==> config.mk <==
export PLATFORM = sky130hd
export DESIGN_NAME = gbb_ctrl
export DESIGN_NICKNAME = d
export VERILOG_FILES = /design/src/rtl/core/gbb_pkg.sv /design/src/rtl/core/gbb_ctrl.sv
export SDC_FILE = /design/constraint.sdc
export NUM_CORES = 1
export LEC_CHECK = 0
export ABC_AREA = 1
export BUFFER_PORTS_ARGS = -buffer_cell sky130_fd_sc_hd__buf_2
export CAP_MARGIN = 20
export CELL_PAD_IN_SITES_DETAIL_PLACEMENT = 0
export CELL_PAD_IN_SITES_GLOBAL_PLACEMENT = 1
export CORE_AREA = 2 2 39 41
export DETAILED_ROUTE_END_ITERATION = 8
export DIE_AREA = 0 0 41 43
export HOLD_SLACK_MARGIN = 0.15
export PLACE_DENSITY = 0.54
export SLEW_MARGIN = 30
export SYNTH_ARGS = -nofsm -noshare
export SYNTH_HDL_FRONTEND = slang
export SYNTH_SLANG_ARGS = --single-unit
export TNS_END_PERCENT = 1
==> constraint.sdc <==
create_clock -name clk -period 1.5 [get_ports clk]
set_input_delay 0.3 -clock clk [delete_from_list [all_inputs] [get_ports clk]]
set_output_delay 0.3 -clock clk [all_outputs]
set_load 0.05 [all_outputs]
==> src/rtl/core/gbb_pkg.sv <==
package gbb_pkg;

	// Screen and font geometry
	localparam int FB_WIDTH    = 240;
	localparam int FB_HEIGHT   = 240;
	localparam int FONT_BYTES  = 4096;
	localparam int MAX_GLYPH_W = 32;
	localparam int MAX_GLYPH_H = 32;

	// Effective size limits: a row mask never exceeds 32 pixels
	localparam int W_CAP = (MAX_GLYPH_W < 32) ? MAX_GLYPH_W : 32;
	localparam int H_CAP = (MAX_GLYPH_H < 32) ? MAX_GLYPH_H : 32;

	// Font store addressing (store depth is a power of two)
	localparam int FONT_AW = $clog2(FONT_BYTES);

	// Exact row start width: covers pen, offset and up to 32 rows at any width
	localparam int START_W = 24;
	localparam int FB_SIZE = FB_WIDTH * FB_HEIGHT;

	// Saturation range of the row start output
	localparam int ROW_MIN = -262144;
	localparam int ROW_MAX = 262143;

	// Bit buffer: up to 31 pending bits plus one fresh byte
	localparam int BUF_W = 40;

	// Input selector codes
	localparam logic CMD_LOAD = 1'b0;
	localparam logic CMD_DRAW = 1'b1;

	// Controller states
	typedef enum logic [2:0] {
		ST_IDLE = 3'b001,
		ST_ROW  = 3'b010,
		ST_FILL = 3'b100
	} state_t;

	// Controller to datapath
	typedef struct packed {
		logic capture; // latch draw fields, clear bit buffer
		logic rd;      // read next font byte, advance address
		logic fill;    // append read byte to bit buffer
		logic emit;    // write row word to output register
	} dp_cmd_t;

	// Datapath to controller
	typedef struct packed {
		logic enough;    // bit buffer holds a whole row
		logic last_row;  // current row is the glyph's final row
		logic in_h_zero; // offered draw word has no rows
		logic out_free;  // output register can take a word this cycle
	} dp_sts_t;

endpackage

==> src/rtl/core/gbb_ctrl.sv <==
module gbb_ctrl import gbb_pkg::*; (
	input  logic    clk,
	input  logic    arst_n,
	input  logic    in_valid,
	input  logic    in_cmd,
	input  dp_sts_t sts,
	output logic    in_ready,
	output dp_cmd_t cmd
);

	state_t state_q, state_nxt;

	assign in_ready = (state_q == ST_IDLE);

	// Sequence rows and byte fetches
	always_comb begin
		state_nxt   = state_q;
		cmd         = '0;
		case (state_q)
			ST_IDLE: begin
				if (in_valid && in_cmd == CMD_DRAW) begin
					cmd.capture = 1'b1;
					if (!sts.in_h_zero) begin
						state_nxt = ST_ROW;
					end
				end
			end
			ST_ROW: begin
				if (sts.enough) begin
					if (sts.out_free) begin
						cmd.emit = 1'b1;
						if (sts.last_row) begin
							state_nxt = ST_IDLE;
						end
					end
				end else begin
					cmd.rd    = 1'b1;
					state_nxt = ST_FILL;
				end
			end
			ST_FILL: begin
				cmd.fill  = 1'b1;
				state_nxt = ST_ROW;
			end
			default: begin
				state_nxt = ST_IDLE;
			end
		endcase
	end

	always_ff @(posedge clk or negedge arst_n) begin
		if (!arst_n) begin
			state_q <= ST_IDLE;
		end else begin
			state_q <= state_nxt;
		end
	end

endmodule

# ---- Word-level counts from Yosys, hierarchy flattened
# Cells that the tools add are included.
dict set report totals {
  out_inout_bits 5
  in_bits 8
  reg_bits 3
}
dict set report op_classes {
  mux 14
  n_reduce_logical 2
  eq_ne 7
}
# op n
set op_table {}
lappend op_table {{2-to-1 mux 3 bit} 5}
lappend op_table {{one-hot mux 3 bit (3 select lines)} 1}
lappend op_table {{2-to-1 mux 1 bit} 8}
lappend op_table {{inequality test 3 bit (second input constant)} 2}
lappend op_table {{AND reduction 4 bit} 1}
lappend op_table {{equality test 3 x 1 -> 1 bit (second input constant)} 1}
lappend op_table {{equality test 3 x 2 -> 1 bit (second input constant)} 1}
lappend op_table {{equality test 3 bit (second input constant)} 1}
lappend op_table {{inequality test 2 x 1 -> 1 bit (second input constant)} 1}
lappend op_table {{inequality test 2 bit (second input constant)} 1}
lappend op_table {{logical AND 1 bit} 1}

# ---- Depth between registers and ports, before layout
dict set report depth {
  depth_word 4
  depth_mapped 8
}

# ---- Worst setup path before layout
# No wires, ideal clock.
dict set report synth_timing {
  kind {register to output}
  startpoint {register state_q[0]}
  endpoint {output cmd[3] (netlist name)}
  setup_slack_ps -87
  arrival_time_ps 1287
  path_stages_with_launch 3
  path_cell_list {dfstp_2 > nand3_2 > nor2_1}
}
# element line
set synth_rtl {}
lappend synth_rtl {{start, declared} gbb_ctrl.sv:11} ;# state_t state_q, state_nxt;
lappend synth_rtl {{start signal, assigned} gbb_ctrl.sv:55} ;# state_q <= state_nxt;
lappend synth_rtl {{end, declared} gbb_ctrl.sv:8} ;# output dp_cmd_t cmd

==> flow_summary.json <==
{
  "ys_seq_area_share_pct": 38.1,
  "grt_usage_pct": 7.65,
  "post-route-drc-count": 0,
  "power_leakage_nw": 0.191,
  "reg.largest.list": "state_q (3)",
  "final_nets": 57,
  "synth_area_per_cell_um2": 6.46,
  "n_antenna_cell": 0,
  "initial_core_util_pct": 14.5,
  "maxSlewViolCount": 0,
  "hold_path.class": "in2reg",
  "largest_reg_flops": 3,
  "htree_levels": 1,
  "grt_setup_unrepaired": "true",
  "syn-instance-count": 31,
  "cap_violations": 0,
  "numClockSinks": 3,
  "place_area_um2": 283,
  "cts_made_buffers": 3,
  "arrival_ps": 1170,
  "synth_nets": 39,
  "setup_violations": 0,
  "ant_nets": 0,
  "clock_latency_ps": 230,
  "first_pass_iters": 4,
  "synthDistinctLibCells": 12,
  "routed-via-count": 245,
  "vdd.ir_drop.worst_mv": 0.939,
  "fin_skew_ps": 0.733,
  "fin_util_pct": 25.5,
  "antenna_found_initial": 0,
  "pre_cts_ws_ps": 187,
  "cp-start-kind": "flop",
  "avgRoutedWirePerCell_um": 7.55,
  "power_mw": 0.712,
  "hold_viol": 0,
  "chipHeight_um": 43,
  "port-buffer-count": 12,
  "first_iter_violations": 3,
  "period_needed_ps": 1470,
  "via_per_inst": 3.83,
  "io_pins": 13,
  "core_area_um2": 1380,
  "hpwl_um": 409,
  "whs_ps": 297,
  "worstPathRequired_ps": 1200,
  "layout.cells.non_filler": 64,
  "period_share_pct": 98.2,
  "cts_root_buf": "clkbuf_4",
  "placed_cells": 59,
  "criticalPathCategory": "reg2out",
  "path_max_fanout": 3,
  "grt_max_degree": 6,
  "status": "completed",
  "relSlewSlack_pct": 83.6,
  "place_congestion": 0.637,
  "area_growth_pct": 76.2,
  "yosys_warnings": 0,
  "wl_um": 483,
  "cts_setup_buffers": 0,
  "fmax_mhz": 679,
  "clock_path_buffers": 2,
  "cts_tree": "yes",
  "fin_ws_ps": 26.8,
  "max_flop_register": "state_q",
  "synth_area_um2": 200,
  "grt_pass1_vias": 241,
  "dieArea_um2": 1760,
  "fin_area_um2": 353,
  "tns_ps": 0,
  "synth_seq_cells": 3,
  "path_clk_slew_ps": 40,
  "worst_setup_path_end_kind": "output port",
  "gr-total-overflow": 0,
  "grt_pass1_wl_um": 848,
  "die-width_um": 41,
  "power_density_nw_per_um2": 2020,
  "placementRows": 14,
  "worst_slew_pin_slew_ps": 247,
  "drive_above_1_share_pct": 50.0,
  "fillers": 153
}
==> final cells by class <==
type	count	area, µm²	area share (%)
multi-input combinational	23	113	31.9
clock buffer	4	26.3	7.45
sequential	3	76.3	21.6
timing repair buffer	13	98.8	28.0
inverter	5	18.8	5.32
tap	16	20.0	5.67
==> cells by family after synthesis <==
family	Yosys count	synth area share, %
AO/OA/AOI/OAI	1	2.50
buffers and inverters	5	9.38
flip-flops	3	38.1
AND/OR/NAND/NOR	22	50.0
==> worst max-delay path: stages (launching register included) <==
cell and delay (ps):
dfstp_2 550, nand3_2 120, nor2_2 110, buf_6 160
==> metal layers <==
metal  vias to the layer above  part of all wire, %  GRT usage (%)
met2                         6                   64           12.5
met3                         0                  4.1              0
met1                       109                   32           6.80
li1                        130                    -              -
met4                         0                    0           10.0
met5                         -                    0              0
==> cells in the mapped netlist <==
master	number	area, µm²
dfrtp_1	2	50.1
nand3_2	1	10.0
inv_2	3	11.3
o21ai_1	1	5.00
nand3_1	2	10.0
nand3b_1	1	7.51
nor2_1	6	22.5
dfstp_2	1	26.3
nand2_1	10	37.5
nor2_2	1	6.26
nand4_1	1	6.26
inv_1	2	7.51
==> final timing paths <==
check | startpoint | cells past startpoint | endpoint | slack [ps]
hold / removal | sts[3] | 2 | state_q[2]$_DFFE_PN0P_ | 300
setup reg to reg | state_q[0]$_DFFE_PN1P_ | 7 | state_q[0]$_DFFE_PN1P_ | 370
min in group asynchronous | arst_n | 2 | state_q[2]$_DFFE_PN0P_ | 390
hold reg to reg | state_q[2]$_DFFE_PN0P_ | 3 | state_q[2]$_DFFE_PN0P_ | 600
setup / recovery | state_q[0]$_DFFE_PN1P_ | 3 | cmd[3] | 30
max in group asynchronous | arst_n | 2 | state_q[0]$_DFFE_PN1P_ | 920
==> where the power goes <==
part           switching (mW)  leakage, nW  internal (mW)
sequential             0.0244       0.0370          0.124
combinational           0.275        0.139          0.151
clock                  0.0391       0.0150         0.0995
==> layout by cell type, fill, tap and decap left out, drive strengths merged <==
master,instances
buf,12
clkbuf,4
dfrtp,2
dfstp,1
dlygate4sd3,1
inv,5
nand2,10
nand3,3
nand3b,1
nand4,1
nor2,7
o21ai,1
==> timing repair <==
item,in CTS,in global routing
hold buffers,1,0
hold endpoints to repair,3,0
resized for setup,5,6
endpoints found under the setup margin,4,5
(Power assumes the default switching activity.)
